`src/rtl/core/gdlg_pkg.sv`:
```
// Package for the GPU frequency-level governor: event codes, register map,
// payload and configuration structs, reset values and small helper functions.
// Depends on nothing; every other file imports it.
`timescale 1ns / 1ps

package gdlg_pkg;

    localparam int FUNC_W    = 3;
    localparam int RAW_W     = 9;
    localparam int IDX_W     = 4;
    localparam int PCT_W     = 7;
    localparam int DEFER_W   = 8;
    localparam int HOLD_W    = 4;
    localparam int LVLS_W    = 5;
    localparam int PADDR_W   = 5;
    localparam int PDATA_W   = 32;

    // Hard ceiling on the table: indexes are four bits wide.
    localparam int TABLE_CEIL = 16;

    localparam logic [PCT_W-1:0]   RST_LOW_THR    = 7'd25;
    localparam logic [PCT_W-1:0]   RST_HIGH_THR   = 7'd45;
    localparam logic [DEFER_W-1:0] RST_DEFER_LIM  = 8'd3;
    localparam logic               RST_BOOST_EN   = 1'b1;
    localparam logic [HOLD_W-1:0]  RST_BOOST_HOLD = 4'd3;
    localparam logic [LVLS_W-1:0]  RST_LEVELS     = 5'd16;
    localparam logic [IDX_W-1:0]   RST_REQ_LEVEL  = 4'd4;

    localparam logic [PCT_W-1:0]   PCT_MAX        = 7'd100;
    localparam logic [DEFER_W-1:0] DEFER_SAT      = 8'd255;

    typedef enum logic [FUNC_W-1:0] {
        FUNC_SAMPLE     = 3'd0,
        FUNC_BOOST      = 3'd1,
        FUNC_LIMIT      = 3'd2,
        FUNC_PERF_REQ   = 3'd3,
        FUNC_SECOND_REQ = 3'd4,
        FUNC_POWER_ON   = 3'd5,
        FUNC_POWER_OFF  = 3'd6,
        FUNC_SLEEP_EXIT = 3'd7
    } t_func;

    typedef enum logic [2:0] {
        REG_LOW_THR    = 3'd0,
        REG_HIGH_THR   = 3'd1,
        REG_DEFER_LIM  = 3'd2,
        REG_BOOST_EN   = 3'd3,
        REG_BOOST_HOLD = 3'd4,
        REG_LEVELS     = 3'd5
    } t_reg_idx;

    typedef struct packed {
        t_func              func;
        logic [RAW_W-1:0]   raw_load;
        logic               clock_running;
        logic [IDX_W-1:0]   running_index;
        logic [IDX_W-1:0]   thermal_floor_index;
        logic [IDX_W-1:0]   request_value;
        logic               switch_accepted;
    } t_evt;

    typedef struct packed {
        logic               switch_request;
        logic [IDX_W-1:0]   switch_index;
        logic [PCT_W-1:0]   load_percent;
        logic [IDX_W-1:0]   planned_index;
    } t_res;

    typedef struct packed {
        logic [PCT_W-1:0]   load_low_threshold;
        logic [PCT_W-1:0]   load_high_threshold;
        logic [DEFER_W-1:0] defer_limit;
        logic               boost_enable;
        logic [HOLD_W-1:0]  boost_hold_samples;
        logic [LVLS_W-1:0]  levels_in_use;
    } t_cfg;

    // Effective table size: zero counts as one, and the size never exceeds cap.
    function automatic logic [LVLS_W-1:0] table_size(input logic [LVLS_W-1:0] lvls,
                                                     input logic [LVLS_W-1:0] cap);
        logic [LVLS_W-1:0] n;
        n = (lvls == '0) ? LVLS_W'(1) : lvls;
        if (n > cap) begin
            n = cap;
        end
        return n;
    endfunction

    // Converts a level count from the slowest end into a table index.
    function automatic logic [IDX_W-1:0] level_to_index(input logic [IDX_W-1:0] lvl,
                                                        input logic [LVLS_W-1:0] n);
        logic [LVLS_W-1:0] l;
        logic [LVLS_W-1:0] d;
        l = {1'b0, lvl};
        if (l >= n) begin
            l = n - LVLS_W'(1);
        end
        d = n - l - LVLS_W'(1);
        return d[IDX_W-1:0];
    endfunction

endpackage

```
`src/rtl/core/gdlg_evt_if.sv`:
```
// Event channel interface: valid/ready handshake plus the event payload.
// Depends on gdlg_pkg for the field widths.
`timescale 1ns / 1ps

interface gdlg_evt_if
    import gdlg_pkg::*;
();
    logic               valid;
    logic               ready;
    logic [FUNC_W-1:0]  func;
    logic [RAW_W-1:0]   raw_load;
    logic               clock_running;
    logic [IDX_W-1:0]   running_index;
    logic [IDX_W-1:0]   thermal_floor_index;
    logic [IDX_W-1:0]   request_value;
    logic               switch_accepted;

    modport source (
        output valid, func, raw_load, clock_running, running_index,
               thermal_floor_index, request_value, switch_accepted,
        input  ready
    );

    modport sink (
        input  valid, func, raw_load, clock_running, running_index,
               thermal_floor_index, request_value, switch_accepted,
        output ready
    );
endinterface

```
`src/rtl/core/gdlg_res_if.sv`:
```
// Result channel interface: valid/ready handshake plus the result payload.
// Depends on gdlg_pkg for the field widths.
`timescale 1ns / 1ps

interface gdlg_res_if
    import gdlg_pkg::*;
();
    logic               valid;
    logic               ready;
    logic               switch_request;
    logic [IDX_W-1:0]   switch_index;
    logic [PCT_W-1:0]   load_percent;
    logic [IDX_W-1:0]   planned_index;

    modport source (
        output valid, switch_request, switch_index, load_percent, planned_index,
        input  ready
    );

    modport sink (
        input  valid, switch_request, switch_index, load_percent, planned_index,
        output ready
    );
endinterface

```
`src/rtl/core/gdlg_cfg.sv`:
```
// APB-style configuration register file of the governor.
// Depends on gdlg_pkg for the register map and the configuration struct.
`timescale 1ns / 1ps

module gdlg_cfg
    import gdlg_pkg::*;
(
    input  logic               i_clk,
    input  logic               i_rst_n,
    input  logic               psel,
    input  logic               penable,
    input  logic               pwrite,
    input  logic [PADDR_W-1:0] paddr,
    input  logic [PDATA_W-1:0] pwdata,
    output logic [PDATA_W-1:0] prdata,
    output logic               pready,
    output t_cfg               o_cfg
);

    t_cfg     r_cfg;
    t_cfg     n_cfg;
    t_reg_idx w_idx;
    logic     w_wr;

    assign w_idx  = t_reg_idx'(paddr[PADDR_W-1:2]);
    assign w_wr   = psel && penable && pwrite;
    assign pready = 1'b1;
    assign o_cfg  = r_cfg;

    always_comb begin
        n_cfg = r_cfg;
        if (w_wr) begin
            unique case (w_idx)
                REG_LOW_THR:    n_cfg.load_low_threshold  = pwdata[PCT_W-1:0];
                REG_HIGH_THR:   n_cfg.load_high_threshold = pwdata[PCT_W-1:0];
                REG_DEFER_LIM:  n_cfg.defer_limit         = pwdata[DEFER_W-1:0];
                REG_BOOST_EN:   n_cfg.boost_enable        = pwdata[0];
                REG_BOOST_HOLD: n_cfg.boost_hold_samples  = pwdata[HOLD_W-1:0];
                REG_LEVELS:     n_cfg.levels_in_use       = pwdata[LVLS_W-1:0];
                default:        n_cfg = r_cfg;
            endcase
        end
    end

    always_comb begin
        unique case (w_idx)
            REG_LOW_THR:    prdata = PDATA_W'(r_cfg.load_low_threshold);
            REG_HIGH_THR:   prdata = PDATA_W'(r_cfg.load_high_threshold);
            REG_DEFER_LIM:  prdata = PDATA_W'(r_cfg.defer_limit);
            REG_BOOST_EN:   prdata = PDATA_W'(r_cfg.boost_enable);
            REG_BOOST_HOLD: prdata = PDATA_W'(r_cfg.boost_hold_samples);
            REG_LEVELS:     prdata = PDATA_W'(r_cfg.levels_in_use);
            default:        prdata = '0;
        endcase
    end

    always_ff @(posedge i_clk) begin
        if (!i_rst_n) begin
            r_cfg.load_low_threshold  <= RST_LOW_THR;
            r_cfg.load_high_threshold <= RST_HIGH_THR;
            r_cfg.defer_limit         <= RST_DEFER_LIM;
            r_cfg.boost_enable        <= RST_BOOST_EN;
            r_cfg.boost_hold_samples  <= RST_BOOST_HOLD;
            r_cfg.levels_in_use       <= RST_LEVELS;
        end else begin
            r_cfg <= n_cfg;
        end
    end

endmodule

```
`src/rtl/core/gdlg_step.sv`:
```
// Governor state and the single-pass event logic that updates it.
// Depends on gdlg_pkg for the event and result structs and helper functions.
`timescale 1ns / 1ps

module gdlg_step
    import gdlg_pkg::*;
#(
    parameter int MAX_LEVELS = 16
) (
    input  logic i_clk,
    input  logic i_rst_n,
    input  logic i_advance,
    input  t_evt i_evt,
    input  t_cfg i_cfg,
    output t_res o_res
);

    localparam int LEVEL_CAP = (MAX_LEVELS < TABLE_CEIL) ? MAX_LEVELS : TABLE_CEIL;

    logic [IDX_W-1:0]   r_planned, n_planned;
    logic [IDX_W-1:0]   r_boost_lvl, n_boost_lvl;
    logic [IDX_W-1:0]   r_perf_req, n_perf_req;
    logic [IDX_W-1:0]   r_second_req, n_second_req;
    logic [DEFER_W-1:0] r_defer, n_defer;
    logic [HOLD_W-1:0]  r_boost_rem, n_boost_rem;
    logic [PCT_W-1:0]   r_last_load, n_last_load;

    logic [15:0]        w_prod;
    logic [7:0]         w_pct_raw;
    logic [PCT_W-1:0]   w_pct;
    logic               w_low_hit;
    logic               w_high_hit;
    logic [LVLS_W-1:0]  w_size;
    logic [LVLS_W-1:0]  w_top;
    logic signed [5:0]  w_cur;
    logic signed [5:0]  w_step;
    logic signed [5:0]  w_held;
    logic signed [5:0]  w_top_s;
    logic [IDX_W-1:0]   w_clamped;
    logic [DEFER_W-1:0] w_deferred;
    logic               w_boost_active;
    logic               w_hold;
    logic [IDX_W-1:0]   w_req_idx;
    logic [IDX_W-1:0]   w_on_floor;
    logic [IDX_W-1:0]   w_on_cap;
    logic [IDX_W-1:0]   w_on_idx;

    // Percent = raw * 100 / 256, saturated at 100.
    assign w_prod     = 16'(i_evt.raw_load) * 16'd100;
    assign w_pct_raw  = w_prod[15:8];
    assign w_pct      = (w_pct_raw > 8'(PCT_MAX)) ? PCT_MAX : w_pct_raw[PCT_W-1:0];
    assign w_low_hit  = w_pct <= i_cfg.load_low_threshold;
    assign w_high_hit = w_pct >= i_cfg.load_high_threshold;

    assign w_size = table_size(i_cfg.levels_in_use, LVLS_W'(LEVEL_CAP));
    assign w_top  = w_size - LVLS_W'(1);

    // Planned step one level slower or faster; the low test has priority.
    assign w_cur   = $signed({2'b00, i_evt.running_index});
    assign w_step  = w_low_hit ? (w_cur + 6'sd1) : (w_cur - 6'sd1);
    assign w_held  = (w_step < $signed({2'b00, i_evt.thermal_floor_index}))
                   ? $signed({2'b00, i_evt.thermal_floor_index}) : w_step;
    assign w_top_s = $signed({1'b0, w_top});

    always_comb begin
        if (w_held < 6'sd0) begin
            w_clamped = '0;
        end else if (w_held > w_top_s) begin
            w_clamped = w_top[IDX_W-1:0];
        end else begin
            w_clamped = w_held[IDX_W-1:0];
        end
    end

    assign w_deferred     = (r_defer < DEFER_SAT) ? (r_defer + DEFER_W'(1)) : DEFER_SAT;
    assign w_boost_active = r_boost_rem != '0;
    assign w_hold = w_boost_active ? (w_held >= $signed({2'b00, r_boost_lvl}))
                                   : (w_deferred < i_cfg.defer_limit);

    assign w_req_idx = level_to_index(i_evt.request_value, w_size);

    // Power on: planned level held by the thermal floor, capped by both requests.
    assign w_on_floor = (r_planned < i_evt.thermal_floor_index)
                      ? i_evt.thermal_floor_index : r_planned;
    assign w_on_cap   = (r_perf_req < r_second_req) ? r_perf_req : r_second_req;
    assign w_on_idx   = (w_on_floor > w_on_cap) ? w_on_cap : w_on_floor;

    always_comb begin
        n_planned    = r_planned;
        n_boost_lvl  = r_boost_lvl;
        n_perf_req   = r_perf_req;
        n_second_req = r_second_req;
        n_defer      = r_defer;
        n_boost_rem  = r_boost_rem;
        n_last_load  = r_last_load;
        o_res.switch_request = 1'b0;
        o_res.switch_index   = '0;

        unique case (i_evt.func)
            FUNC_SAMPLE: begin
                n_last_load = w_pct;
                if (i_evt.clock_running && (w_low_hit || w_high_hit)) begin
                    if (w_boost_active) begin
                        n_boost_rem = r_boost_rem - HOLD_W'(1);
                    end
                    if (w_hold) begin
                        n_defer = w_deferred;
                    end else if (w_held != w_cur) begin
                        n_planned = w_clamped;
                        if (w_clamped < r_boost_lvl) begin
                            n_boost_lvl = w_clamped;
                        end
                        n_defer = '0;
                    end
                end
            end
            FUNC_BOOST: begin
                if (i_cfg.boost_enable && (i_evt.request_value < i_evt.running_index)) begin
                    o_res.switch_request = 1'b1;
                    o_res.switch_index   = i_evt.request_value;
                    if (i_evt.switch_accepted) begin
                        n_boost_lvl = i_evt.request_value;
                        n_defer     = '0;
                        n_boost_rem = i_cfg.boost_hold_samples;
                    end
                end
            end
            FUNC_LIMIT: begin
                if (i_evt.running_index < i_evt.request_value) begin
                    o_res.switch_request = 1'b1;
                    o_res.switch_index   = i_evt.request_value;
                    if (i_evt.switch_accepted) begin
                        n_planned = i_evt.request_value;
                        n_defer   = '0;
                    end
                end
            end
            FUNC_PERF_REQ, FUNC_SECOND_REQ: begin
                if (i_evt.func == FUNC_PERF_REQ) begin
                    n_perf_req = w_req_idx;
                end else begin
                    n_second_req = w_req_idx;
                end
                if (w_req_idx < i_evt.running_index) begin
                    o_res.switch_request = 1'b1;
                    o_res.switch_index   = w_req_idx;
                end
            end
            FUNC_POWER_ON: begin
                o_res.switch_request = 1'b1;
                o_res.switch_index   = w_boost_active ? r_boost_lvl : w_on_idx;
            end
            FUNC_POWER_OFF: begin
                if (i_evt.clock_running) begin
                    o_res.switch_request = 1'b1;
                    o_res.switch_index   = w_top[IDX_W-1:0];
                end
                n_boost_rem = '0;
            end
            FUNC_SLEEP_EXIT: begin
                n_planned   = '0;
                n_defer     = '0;
                n_boost_rem = '0;
            end
            default: begin
                n_planned = r_planned;
            end
        endcase

        o_res.load_percent  = n_last_load;
        o_res.planned_index = n_planned;
    end

    always_ff @(posedge i_clk) begin
        if (!i_rst_n) begin
            r_planned    <= '0;
            r_boost_lvl  <= '0;
            r_perf_req   <= RST_REQ_LEVEL;
            r_second_req <= RST_REQ_LEVEL;
            r_defer      <= '0;
            r_boost_rem  <= '0;
            r_last_load  <= '0;
        end else if (i_advance) begin
            r_planned    <= n_planned;
            r_boost_lvl  <= n_boost_lvl;
            r_perf_req   <= n_perf_req;
            r_second_req <= n_second_req;
            r_defer      <= n_defer;
            r_boost_rem  <= n_boost_rem;
            r_last_load  <= n_last_load;
        end
    end

endmodule

```
`src/rtl/core/gpu_dvfs_level_governor.sv`:
```
// Top level of the GPU frequency-level governor: event input register,
// result register and handshakes. Depends on gdlg_pkg, gdlg_evt_if,
// gdlg_res_if, gdlg_cfg and gdlg_step.
`timescale 1ns / 1ps

// Usage:
// Events arrive on i_evt, a valid/ready channel; each transfer carries one
// event kind (sample, boost, limit, level requests, power on/off, sleep exit)
// with its operands. Every event yields exactly one result transfer on o_res,
// in order: the switch request and index, the last load percent and the
// planned level index.
// The event lands in the input register at the transfer edge, and the result
// register is loaded from it once that register is empty or being read out,
// so each result passes through the input register and the result register.
// Throughput is one event per cycle. The single-pass compare-and-select logic
// between the two registers updates the governor state in the same cycle
// that the result register is loaded, so the following event already sees it.
// When the receiver stalls, the result register holds; one more event may
// wait in the input register, after which i_evt.ready drops until o_res moves.
// Configuration goes through the APB-style port (six registers at 4*index);
// the user writes it only while no event is in flight; the block does not
// enforce this. pready is always high. Synchronous active-low reset loads
// the register reset values, clears the governor state, empties both registers.
module gpu_dvfs_level_governor
    import gdlg_pkg::*;
#(
    parameter int MAX_LEVELS = 16
) (
    input  logic               i_clk,
    input  logic               i_rst_n,
    gdlg_evt_if.sink           i_evt,
    gdlg_res_if.source         o_res,
    input  logic               psel,
    input  logic               penable,
    input  logic               pwrite,
    input  logic [PADDR_W-1:0] paddr,
    input  logic [PDATA_W-1:0] pwdata,
    output logic [PDATA_W-1:0] prdata,
    output logic               pready
);

    t_cfg w_cfg;
    t_evt w_evt_in;
    t_evt r_evt;
    t_res w_res;
    t_res r_res;
    logic r_in_valid;
    logic r_out_valid;
    logic w_advance;
    logic w_take;

    gdlg_cfg u_cfg (
        .i_clk   (i_clk),
        .i_rst_n (i_rst_n),
        .psel    (psel),
        .penable (penable),
        .pwrite  (pwrite),
        .paddr   (paddr),
        .pwdata  (pwdata),
        .prdata  (prdata),
        .pready  (pready),
        .o_cfg   (w_cfg)
    );

    gdlg_step #(
        .MAX_LEVELS (MAX_LEVELS)
    ) u_step (
        .i_clk     (i_clk),
        .i_rst_n   (i_rst_n),
        .i_advance (w_advance),
        .i_evt     (r_evt),
        .i_cfg     (w_cfg),
        .o_res     (w_res)
    );

    // The held event moves into the result register when that register is
    // empty or its result is being transferred out in this cycle.
    assign w_advance   = r_in_valid && (!r_out_valid || o_res.ready);
    assign i_evt.ready = !r_in_valid || w_advance;
    assign w_take      = i_evt.valid && i_evt.ready;

    assign w_evt_in.func                = t_func'(i_evt.func);
    assign w_evt_in.raw_load            = i_evt.raw_load;
    assign w_evt_in.clock_running       = i_evt.clock_running;
    assign w_evt_in.running_index       = i_evt.running_index;
    assign w_evt_in.thermal_floor_index = i_evt.thermal_floor_index;
    assign w_evt_in.request_value       = i_evt.request_value;
    assign w_evt_in.switch_accepted     = i_evt.switch_accepted;

    assign o_res.valid          = r_out_valid;
    assign o_res.switch_request = r_res.switch_request;
    assign o_res.switch_index   = r_res.switch_index;
    assign o_res.load_percent   = r_res.load_percent;
    assign o_res.planned_index  = r_res.planned_index;

    always_ff @(posedge i_clk) begin
        if (!i_rst_n) begin
            r_in_valid  <= 1'b0;
            r_out_valid <= 1'b0;
        end else begin
            if (w_take) begin
                r_in_valid <= 1'b1;
            end else if (w_advance) begin
                r_in_valid <= 1'b0;
            end
            if (w_advance) begin
                r_out_valid <= 1'b1;
            end else if (o_res.ready) begin
                r_out_valid <= 1'b0;
            end
        end
    end

    // Payload registers carry no reset; the valid flags qualify them.
    always_ff @(posedge i_clk) begin
        if (w_take) begin
            r_evt <= w_evt_in;
        end
        if (w_advance) begin
            r_res <= w_res;
        end
    end

endmodule
```
`src/flat_wrapper.sv`:
```
// flat-port wrapper written by rule: the top's interface ports become plain ports
module gpu_dvfs_level_governor_flat import gdlg_pkg::*;
#(
    parameter int MAX_LEVELS = 16
)
  (i_clk, i_rst_n, psel, penable, pwrite, paddr, pwdata, prdata, pready, i_evt_valid, i_evt_func, i_evt_raw_load, i_evt_clock_running, i_evt_running_index, i_evt_thermal_floor_index, i_evt_request_value, i_evt_switch_accepted, i_evt_ready, o_res_valid, o_res_switch_request, o_res_switch_index, o_res_load_percent, o_res_planned_index, o_res_ready);
  gdlg_evt_if i_evt_i ();
  gdlg_res_if o_res_i ();
  input  logic i_clk;
  input  logic i_rst_n;
  input  logic psel;
  input  logic penable;
  input  logic pwrite;
  input  logic [PADDR_W-1:0] paddr;
  input  logic [PDATA_W-1:0] pwdata;
  output logic [PDATA_W-1:0] prdata;
  output logic pready;
  input wire logic [$bits(i_evt_i.valid)-1:0] i_evt_valid;
  input wire logic [$bits(i_evt_i.func)-1:0] i_evt_func;
  input wire logic [$bits(i_evt_i.raw_load)-1:0] i_evt_raw_load;
  input wire logic [$bits(i_evt_i.clock_running)-1:0] i_evt_clock_running;
  input wire logic [$bits(i_evt_i.running_index)-1:0] i_evt_running_index;
  input wire logic [$bits(i_evt_i.thermal_floor_index)-1:0] i_evt_thermal_floor_index;
  input wire logic [$bits(i_evt_i.request_value)-1:0] i_evt_request_value;
  input wire logic [$bits(i_evt_i.switch_accepted)-1:0] i_evt_switch_accepted;
  output wire logic [$bits(i_evt_i.ready)-1:0] i_evt_ready;
  output wire logic [$bits(o_res_i.valid)-1:0] o_res_valid;
  output wire logic [$bits(o_res_i.switch_request)-1:0] o_res_switch_request;
  output wire logic [$bits(o_res_i.switch_index)-1:0] o_res_switch_index;
  output wire logic [$bits(o_res_i.load_percent)-1:0] o_res_load_percent;
  output wire logic [$bits(o_res_i.planned_index)-1:0] o_res_planned_index;
  input wire logic [$bits(o_res_i.ready)-1:0] o_res_ready;
  assign i_evt_i.valid = i_evt_valid;
  assign i_evt_i.func = i_evt_func;
  assign i_evt_i.raw_load = i_evt_raw_load;
  assign i_evt_i.clock_running = i_evt_clock_running;
  assign i_evt_i.running_index = i_evt_running_index;
  assign i_evt_i.thermal_floor_index = i_evt_thermal_floor_index;
  assign i_evt_i.request_value = i_evt_request_value;
  assign i_evt_i.switch_accepted = i_evt_switch_accepted;
  assign i_evt_ready = i_evt_i.ready;
  assign o_res_valid = o_res_i.valid;
  assign o_res_switch_request = o_res_i.switch_request;
  assign o_res_switch_index = o_res_i.switch_index;
  assign o_res_load_percent = o_res_i.load_percent;
  assign o_res_planned_index = o_res_i.planned_index;
  assign o_res_i.ready = o_res_ready;
  gpu_dvfs_level_governor #(.MAX_LEVELS(MAX_LEVELS)) u_core (.i_clk(i_clk), .i_rst_n(i_rst_n), .i_evt(i_evt_i), .o_res(o_res_i), .psel(psel), .penable(penable), .pwrite(pwrite), .paddr(paddr), .pwdata(pwdata), .prdata(prdata), .pready(pready));
endmodule
```
`config.mk`:
```
export PLATFORM = sky130hd
export DESIGN_NAME = gpu_dvfs_level_governor_flat
export DESIGN_NICKNAME = d
export VERILOG_FILES = /design/src/rtl/core/gdlg_pkg.sv /design/src/rtl/core/gdlg_evt_if.sv /design/src/rtl/core/gdlg_res_if.sv /design/src/rtl/core/gdlg_cfg.sv /design/src/rtl/core/gdlg_step.sv /design/src/rtl/core/gpu_dvfs_level_governor.sv /design/src/flat_wrapper.sv
export SDC_FILE = /design/constraint.sdc
export NUM_CORES = 1
export LEC_CHECK = 0
export BUFFER_PORTS_ARGS = -buffer_cell sky130_fd_sc_hd__buf_2
export CORE_UTILIZATION = 57
export CTS_CLUSTER_SIZE = 30
export DETAILED_ROUTE_END_ITERATION = 6
export GPL_ROUTABILITY_DRIVEN = 0
export PLACE_DENSITY = 0.87
export SLEW_MARGIN = 10
export SYNTH_ARGS = -nofsm -noshare
export SYNTH_HDL_FRONTEND = slang
export SYNTH_SLANG_ARGS = --single-unit
export TNS_END_PERCENT = 100
```
`constraint.sdc`:
```
create_clock -name i_clk -period 21.9 [get_ports i_clk]
set_input_delay 1.095 -clock i_clk [delete_from_list [all_inputs] [get_ports i_clk]]
set_output_delay 1.095 -clock i_clk [all_outputs]
set_load 0.005 [all_outputs]
```
# Word-level counts from Yosys, hierarchy flattened
# Index checks and enable logic that the tools add are counted.
# totals
elab_cells	158
output_inout_bits	51
in_bits	70
regBits	111
# classes
reduce_logical	33
order_cmp	18
n_eq_ne	22
bitwise_logic	1
add_sub_neg	7
mul	1
mux	50
# ops
cell	count
$mux 4	22
$mux 8	7
$pmux 8 s6	1
$pmux 8 s4	1
$mux 5	6
$pmux 5 s5	1
$lt 4x4->1	6
$pmux 4 s3	2
$eq 3x3->1 const B	6
$mul 9x5->14 const B	1
$mux 7	2
$ne 2x2->1 const B	7
$eq 3x2->1 const B	4
$mux 6	2
$reduce_and 2->1	6
$reduce_and 6->1	2
$add 8x1->8 const B	1
$gt 8x7->1 const B	1
$lt 8x8->1	1
$lt 8x8->1 const B	1
$pmux 4 s2	1
$reduce_and 8->1	1
$reduce_bool 4->1	2
$sub 4x1->4 const B	2
28 further kinds	46

# Longest topological paths before layout
# Gate-level depths: netlist of run 1.
# logic_depth
depth_word	16
depth_mapped	48
ltp_nobuf	46

# Modules after synthesis
# From an unflattened synthesis of run 1, not the netlist that was laid out.
# hier_totals
hier_cells	965
area_unflattened_um2	8434.3
# by_module_without_submodules
mod	n_inst	area_per_inst_um2	cells_each	seq_area_each_um2
gdlg_step	1	5276.3	710	700.7
gdlg_cfg	1	1793.0	204	640.6
gpu_dvfs_level_governor	1	1365.1	51	1301.2

# Least setup slack after synthesis of run 1
# Ideal clock, no wire load.
# synth_path
kind	register to register
start	register u_core.r_evt[17] (netlist bit)
end	register u_core.u_step.r_boost_lvl[3]
period_less_slack_ns	9.124
setup_ns	0.088
path_buffers	1
t_required_ns	21.812
slack_ns	12.776
arrival_time_ns	9.037
path_stages_with_launch	47
path_cell_list	edfxtp_1 > ha_1 > ha_1 > inv_1 > fa_1 > inv_1 > ha_1 > o21a_1 > o221ai_1 > a21oi_1 > or3_1 > and2_1 > o31ai_1 > nor2_1 > ha_1 > a21o_1 > a21o_1 > a21o_1 > (+11 left out) > clkbuf_1 > clkinv_1 > nand3_1 > a32o_1 > o2111ai_1 > ha_1 > o21a_1 > o21a_1 > o21ai_0 > a221o_1 > nand3_1 > o21ai_0 > a31oi_1 > nor2_1 > ha_1 > o41ai_2 > nand4_2 > o31ai_1
# synth_between
elab_chain_len	15
elab_cells_between_ends	28
classes_between	mul: 1; order compare: 8; eq/ne: 5; mux: 11; reduce/logical: 3
# synth_rtl
element	line	source
start, declared	gpu_dvfs_level_governor.sv:44	t_evt r_evt;
start signal, assigned	gpu_dvfs_level_governor.sv:117	r_evt <= w_evt_in;
$mul 9x5->14 (*)	gdlg_step.sv:49	assign w_prod = 16'(i_evt.raw_load) * 16'd100;
$gt 8x7->1	gdlg_step.sv:51	assign w_pct = (w_pct_raw > 8'(PCT_MAX)) ? PCT_MAX : w_pct_raw[PCT_W-1:0];
$mux 7 (*)	gdlg_step.sv:51	
branches (longest 12 deep; another with $le 7x7->1)	--	
end signal, assigned	gdlg_step.sv:185	r_boost_lvl <= n_boost_lvl;
end, declared	gdlg_step.sv:21	logic [IDX_W-1:0] r_boost_lvl, n_boost_lvl;
# Mark *: on every way between the ends. The select of a mux whose other input is x is not followed.
# A chain may end at the register's enable or synchronous reset.

# Worst setup path after layout of run 1
# Same ends and word-level chain as after synthesis.

==> results of run 1 <==
## placed cells by master (no fill, tap or decap), drive strengths merged, types with 5 or more instances in the layout
| cell | instances |
|---|---|
| clkbuf | 9 |
| or2 | 5 |
| nand3 | 21 |
| clkinv | 5 |
| nand4 | 5 |
| inv | 77 |
| a22oi | 10 |
| a31oi | 9 |
| o31ai | 5 |
| nor3 | 14 |
| a211oi | 5 |
| or3 | 6 |
| nand2 | 79 |
| nor2 | 93 |
| a21oi | 50 |
| conb | 25 |
| ha | 95 |
| o21ai | 38 |
| o211ai | 10 |
| nor2b | 9 |
| a21o | 16 |
| and3 | 8 |
| buf | 75 |
| edfxtp | 42 |
| xor2 | 9 |
| xnor2 | 15 |
| dfxtp | 69 |
| mux2 | 5 |
| mux2i | 56 |
| nand2b | 18 |
## layout make-up
cell class | instances | area [um2] | area share (%)
tap | 180 | 225 | 2.56
clock inverter | 7 | 72.6 | 0.824
clock buffer | 9 | 225 | 2.56
timing repair buffer | 75 | 390 | 4.43
inverter | 78 | 293 | 3.33
sequential | 111 | 2640 | 30.0
multi-input combinational | 677 | 4950 | 56.3
## power by group
| group | internal [mW] | switching (mW) |
|---|---|---|
| combinational | 0.0808 | 0.119 |
| clock | 0.0889 | 0.0775 |
| sequential | 0.222 | 0.00636 |
## final timing paths
check,depth (start not counted),to,startpoint
worst max-delay path,42,u_core.u_step.r_boost_lvl[3],u_core.r_evt[17]
worst min-delay path,2,u_core.u_step.r_last_load[3],u_core.u_step.r_last_load[3]
worst max register to register,42,u_core.u_step.r_boost_lvl[3],u_core.r_evt[17]
worst min register to register,2,u_core.u_step.r_last_load[3],u_core.u_step.r_last_load[3]
## worst min-delay path, stage by stage, from the launching register on
cell     delay [ns]
dfxtp_1        0.31
nand2_1        0.05
a21oi_1        0.05
## metal layers
| layer | vias up | part of all wire, % |
|---|---|---|
| met4 | 0 | 2.3 |
| met3 | 38 | 8.4 |
| met2 | 305 | 45 |
| met5 | - | 0 |
| met1 | 3130 | 44 |
| li1 | 3262 | - |
## cell families after synthesis
logic type	after synthesis	share of synthesized area (%)
flip-flops	111	32.5
AND/OR/NAND/NOR	277	16.0
AO/OA/AOI/OAI	187	16.8
buffers and inverters	135	7.50
multiplexers	65	8.75
XOR/XNOR	24	2.68
adder cells (fa/ha/maj)	99	15.6
other	2	0.0925
## flip-flops by register name (all words and copies together), names as in the netlist, 7 cells and up
| signal | cells |
|---|---|
| u_core.o_res.load_percent | 7 |
| u_core.r_evt | 26 |
| u_core.u_cfg.o_cfg | 32 |
| u_core.u_step.r_defer | 8 |
| u_core.u_step.r_last_load | 7 |
## through the flow
step	utilization, %	hold slack [ns]	instances	setup slack [ns]
detailed placement	61.3	0.450	1121	11.55
global placement	61.3	0.441	1121	11.75
floorplan	-	0.437	923	12.78
finish	63.4	0.459	1137	11.35
global route	63.4	0.477	1137	10.66
CTS	63.4	0.460	1137	11.48
==> summary.txt, run 1 <==
Logic synthesis
  • Area contributors post-synth: dfxtp_1, edfxtp_1, ha_1, mux2i_1, nor2_1
  • Mean Syn Cell Area: 9.02 um2
  • Mapped Cells: 900
  • Cell area after synthesis: 0.00812 mm2
  • Async set or reset register ratio after synthesis: 0%
  • Most frequent cells after synthesis: ha_1, nor2_1, nand2_1, inv_1, dfxtp_1
  • Synth top area share: 17.0%
  • FF+latch count, synth: 111
  • Seq/Total Area, Yosys: 32.5%
  • Most common cell in the synthesized netlist: ha_1
  • Ys flop type: dfxtp_1
  • Cell taking the most area after synthesis: dfxtp_1
  • Ys Warns: 0
  • EDFF count, synth: 42
  • Unique cell type count in the Yosys netlist: 80

Critical path
  • Critical path type: reg2reg
  • Slowest CP cell: ha_1
  • Crit path max fanout: 11
  • CP required: 22.17 ns
  • FF-to-FF setup slack: 11.35 ns
  • Crit start category: flop
  • CP max stage delay: 0.50 ns
  • Arrival @ worst endpoint: 10.82 ns
  • CP bufs+invs: 1
  • Cell mode on critical path: ha_1
  • Worst setup EP type: flop
  • CP top delay family: compound AO/OA/AOI/OAI gates

Timing
  • Final Cycle Share: 48.2%
  • RSZ-0062 raised after global routing: no
  • Slew HR: 23.4%
  • Fin crit period: 10.55 ns
  • Setup Viol. Count Final: 0
  • Final Slew Violations: 0
  • Fmax: 0.0948 GHz
  • Clk_skew: between 0.006 and 0.007 ns
  • Final hold violations: 0
  • Tightest Pin Transition: 1.15 ns
  • Fin Setup TNS: 0 ns

Power
  • Pwr Density: 67.5 mW/mm2
  • Power Total: slightly below 0.6 mW
  • Worst IR drop on VDD: 0.0633 mV
  • P_leak: 3.98 nW

Detailed routing
  • # DRC: 0
  • TritonRoute pass-1 iters: 6
  • Detail Route Antenna Nets: 0
  • Drt initial violations: ~520
  • Via-to-Cell Ratio: 5.92
  • Routed vias: 6735
  • Final WL: 18.4 mm
  • Routed len/inst: about 16 um

Floorplanning
  • Die W: 121 um
  • Die area: 0.0147 mm2
  • Initial Util: 58.5%
  • Site row count: 43
  • Core Footprint: 0.0139 mm2
  • I/O Pins: around 120
  • Die height: around 120 um

Clocking
  • Post-CTS sizing: 0
  • CTS H-tree lvls: 3
  • Clock latency on the worst-skew pair: approximately 0.36 ns
  • Clk slew on worst S/H paths: 0.07 ns
  • Hold buffer count at CTS: 0
  • CTS tree: yes
  • Post-CTS setup buffers: 0
  • CTS Root Buffer Type: clkbuf_16
  • CTS Buf Count: 9
  • Sink Count: 111
  • Longest Clk Path Bufs: 2

Finish
  • Area grow syn2layout: 8.41%
  • Nets: 1121
  • Fillcell total: roughly 1200
  • Final instance area: 0.00880 mm2
  • Share of layout cells above drive strength 1: 12.6%
  • Diodes inserted: 0

Global route
  • Total gr overflow: 0
  • Busiest layer in global routing: met2
  • GR Layer Usage met1: between 30% and 40%
  • Initial antenna violation count: 0
  • Number of global-route vias before repair: 6085
  • M2 GR Usage: 41.3%
  • Gr usage total: 25.9%
  • M3 GR Usage: 5.55%
  • Largest net degree at the start of global routing: 52
  • First-pass GRT wire length: 29.8 mm

Job
  • MaxCap Viol Count: 0

Place
  • Port-buffer cells: 69
  • Dpl hpwl: 13.6 mm
  • Placed Instance Area: 0.00850 mm2

Status
  • Outcome: completed

Min path
  • Worst min path class: reg2reg
(Power assumes the default switching activity.)
==> run 2, diff against run 1 <==
ABC_AREA = 1   (was unset)
clock period = 10.68 ns   (was 21.9 ns; I/O delays follow)
==> run 2 against run 1 <==
  * Utilization down 0.15 points
  * Via count increased by 11%
  * Register-to-register slack got worse by 9.1 ns
  * Power increased by 130%
  * Worst hold slack got worse by 0.12 ns
  * Global-route usage rose by 1.7 points
  * Combinational power increased to 2.9 times the previous value
  * Critical path type unchanged
  * Wire length is 6.0% higher
  * Maximum frequency grew 24%
  * Sequential power rose by 110%
  * Clock power increased by 91%
  * Largest power group is now combinational logic
  * Die area down 0.21%
==> summary.txt, run 2 <==
Status
  • Outcome: completed

Finish
  • Area of the multi-input gates: 0.00456 mm2
  • Fin util: a little over three fifths
  • Final non-filler cell total: ~1300
  • Diodes inserted: 0
  • Largest register FFs: 32
  • Fillcell total: 1203
  • Commonest non-fill, non-tap cells in the layout: nand2_1, inv_1, ha_1
  • Area grow syn2layout: 8.39%
  • Nets: 1316
  • Commonest non-fill, non-tap cell in the layout: nand2_1
  • Share of layout cells above drive strength 1: between 10% and 20%
  • Final instance area: 0.00878 mm2
  • Sequential cell area: 0.00264 mm2

Clocking
  • Clock latency on the worst-skew pair: 0.36 ns
  • Longest Clk Path Bufs: 2
  • Sink Count: 111
  • Post-CTS sizing: 0
  • CTS Root Buffer Type: clkbuf_16
  • Post-CTS setup buffers: 0
  • Hold buffer count at CTS: 0
  • CTS Buf Count: 9
  • CTS H-tree lvls: 3
  • Clk slew on worst S/H paths: 0.07 ns
  • CTS tree: yes

Critical path
  • Crit start category: flop
  • Worst setup EP type: flop
  • Slowest CP cell: fa_1
  • Arrival @ worst endpoint: 8.75 ns
  • Reg-to-Reg End: u_core.u_step.r_boost_lvl[1]
  • Critical path type: reg2reg
  • Crit path max fanout: 7
  • Cell mode on critical path: nand2_1
  • CP required: 10.95 ns
  • CP max stage delay: 0.53 ns
  • FF-to-FF setup slack: 2.21 ns
  • FF-to-FF path depth: 48
  • Reg-to-Reg Start: u_core.r_evt[18]

Detailed routing
  • Via-to-Cell Ratio: 5.63
  • Routed vias: between 7000 and 8000
  • Final WL: ~20 mm
  • Detail Route Antenna Nets: 0
  • # DRC: 0
  • Drt initial violations: between 500 and 600
  • TritonRoute pass-1 iters: 5
  • Routed len/inst: ~15 um

Power
  • Power Total: 1.38 mW
  • Worst IR drop on VDD: 0.145 mV
  • P_leak: 4.31 nW
  • Pwr Density: between 150 and 200 mW/mm2

Logic synthesis
  • Mapped Cells: around 1100
  • Unique cell type count in the Yosys netlist: about 50
  • Most frequent cells after synthesis: nand2_1, inv_1, ha_1, o21ai_0, nor2_1
  • Area contributors post-synth: dfxtp_1, edfxtp_1, ha_1, nand2_1, inv_1
  • Synth top area share: 17.1%
  • Cell area after synthesis: 0.00810 mm2
  • Async set or reset register ratio after synthesis: 0%
  • FF+latch count, synth: 111
  • Ys Warns: 0
  • Most common cell in the synthesized netlist: nand2_1
  • Seq/Total Area, Yosys: 32.6%
  • EDFF count, synth: 42
  • Ys flop type: dfxtp_1
  • Mean Syn Cell Area: approximately 7.5 um2
  • Cell taking the most area after synthesis: dfxtp_1

Timing
  • Final Slew Violations: 0
  • Tightest Pin Transition: 1.08 ns
  • Setup Viol. Count Final: 0
  • Setup ws final: 2.21 ns
  • Clk_skew: ~0.011 ns
  • Final hold violations: 0
  • Slew HR: roughly 28%
  • Fin Setup TNS: 0 ns
  • Fmax: 0.118 GHz
  • Final Cycle Share: 79.3%
  • RSZ-0062 raised after global routing: no
  • Hold Slack: roughly 0.34 ns
  • Fin crit period: 8.47 ns

Job
  • MaxCap Viol Count: 0

Global route
  • Number of global-route vias before repair: 6928
  • Largest net degree at the start of global routing: 48
  • Total gr overflow: 0
  • First-pass GRT wire length: 31.6 mm
  • Initial antenna violation count: 0
  • Gr usage total: 27.6%

Place
  • Setup slack at placement: about 2.4 ns
  • Dpl hpwl: 15.1 mm
  • Placed Instance Area: approximately 0.0085 mm2
  • Port-buffer cells: 69
  • Placed insts: 1316

Floorplanning
  • I/O Pins: 121
  • Die area: roughly 0.015 mm2
  • Initial Util: 58.4%
  • Die height: ~120 um
  • Die W: 121 um
  • Core Footprint: around 0.014 mm2
  • Site row count: 43

Min path
  • HP Start: i_evt_raw_load[7]
  • Hold Path Sink: u_core.r_evt[21]
  • Worst min path class: in2reg
  • WHS Path Cells: 1
==> run 2: layout make-up <==
| cell class | instances | area share (%) |
|---|---|---|
| inverters | 193 | 8.25 |
| flip-flops and latches | 111 | 30.1 |
| repair buffers | 70 | 4.02 |
| multi-input cells | 762 | 52.0 |
| clock inverters | 7 | 0.541 |
| clock buffers | 9 | 2.56 |
| well taps | 180 | 2.56 |
==> run 2: logic make-up (layout without fill, tap and decap cells) <==
family          after synthesis  count (layout)  synth area share (%)
compound gates              221             221                  15.6
xor+xnor                     12              12                  1.39
fa+ha+maj                    99              99                  15.7
buf+inv                     234             279                  12.1
flops                       111             111                  32.6
other cells                   2              25                0.0927
simple gates                405             405                  22.5
==> run 2: worst max path at each step <==
stage,startpoint,to,cells past startpoint
3_3_place_gp,u_core.r_evt[18],u_core.u_step.r_boost_lvl[2],48
3_5_place_dp,u_core.r_evt[18],u_core.u_step.r_boost_lvl[1],48
6_report,u_core.r_evt[18],u_core.u_step.r_boost_lvl[1],48
2_1_floorplan,u_core.r_evt[17],u_core.u_step.r_boost_lvl[1],51
4_1_cts,u_core.r_evt[18],u_core.u_step.r_boost_lvl[1],48
5_1_grt,u_core.r_evt[18],u_core.u_step.r_boost_lvl[1],48
==> run 2: report_power, final <==
group / total, mW / switching, mW / internal [mW]
combinational: 0.588 / 0.385 / 0.203
sequential: 0.476 / 0.0149 / 0.461
clock: 0.317 / 0.159 / 0.158
==> run 2: critical path: cells and delay by family, from the launching register on <==
| family | cells | cell delay, ns |
|---|---|---|
| DFF | 1 | 0.44 |
| buffers and inverters | 7 | 0.64 |
| and+or+nand+nor | 22 | 2.48 |
| AOI/OAI and AO/OA | 9 | 1.51 |
| xor gates and xnor gates | 1 | 0.25 |
| adders and majority gates | 9 | 3.03 |
==> run 2: per-layer routing <==
metal / share of wire [%] / global-route usage [%] / vias to the layer above
met3: 8.8 / 5.78 / 58
li1: - / - / 3701
met2: 47 / 46.6 / 326
met5: 0 / 0 / -
met4: 3.4 / 13.7 / 0
met1: 41 / 33.3 / 3415
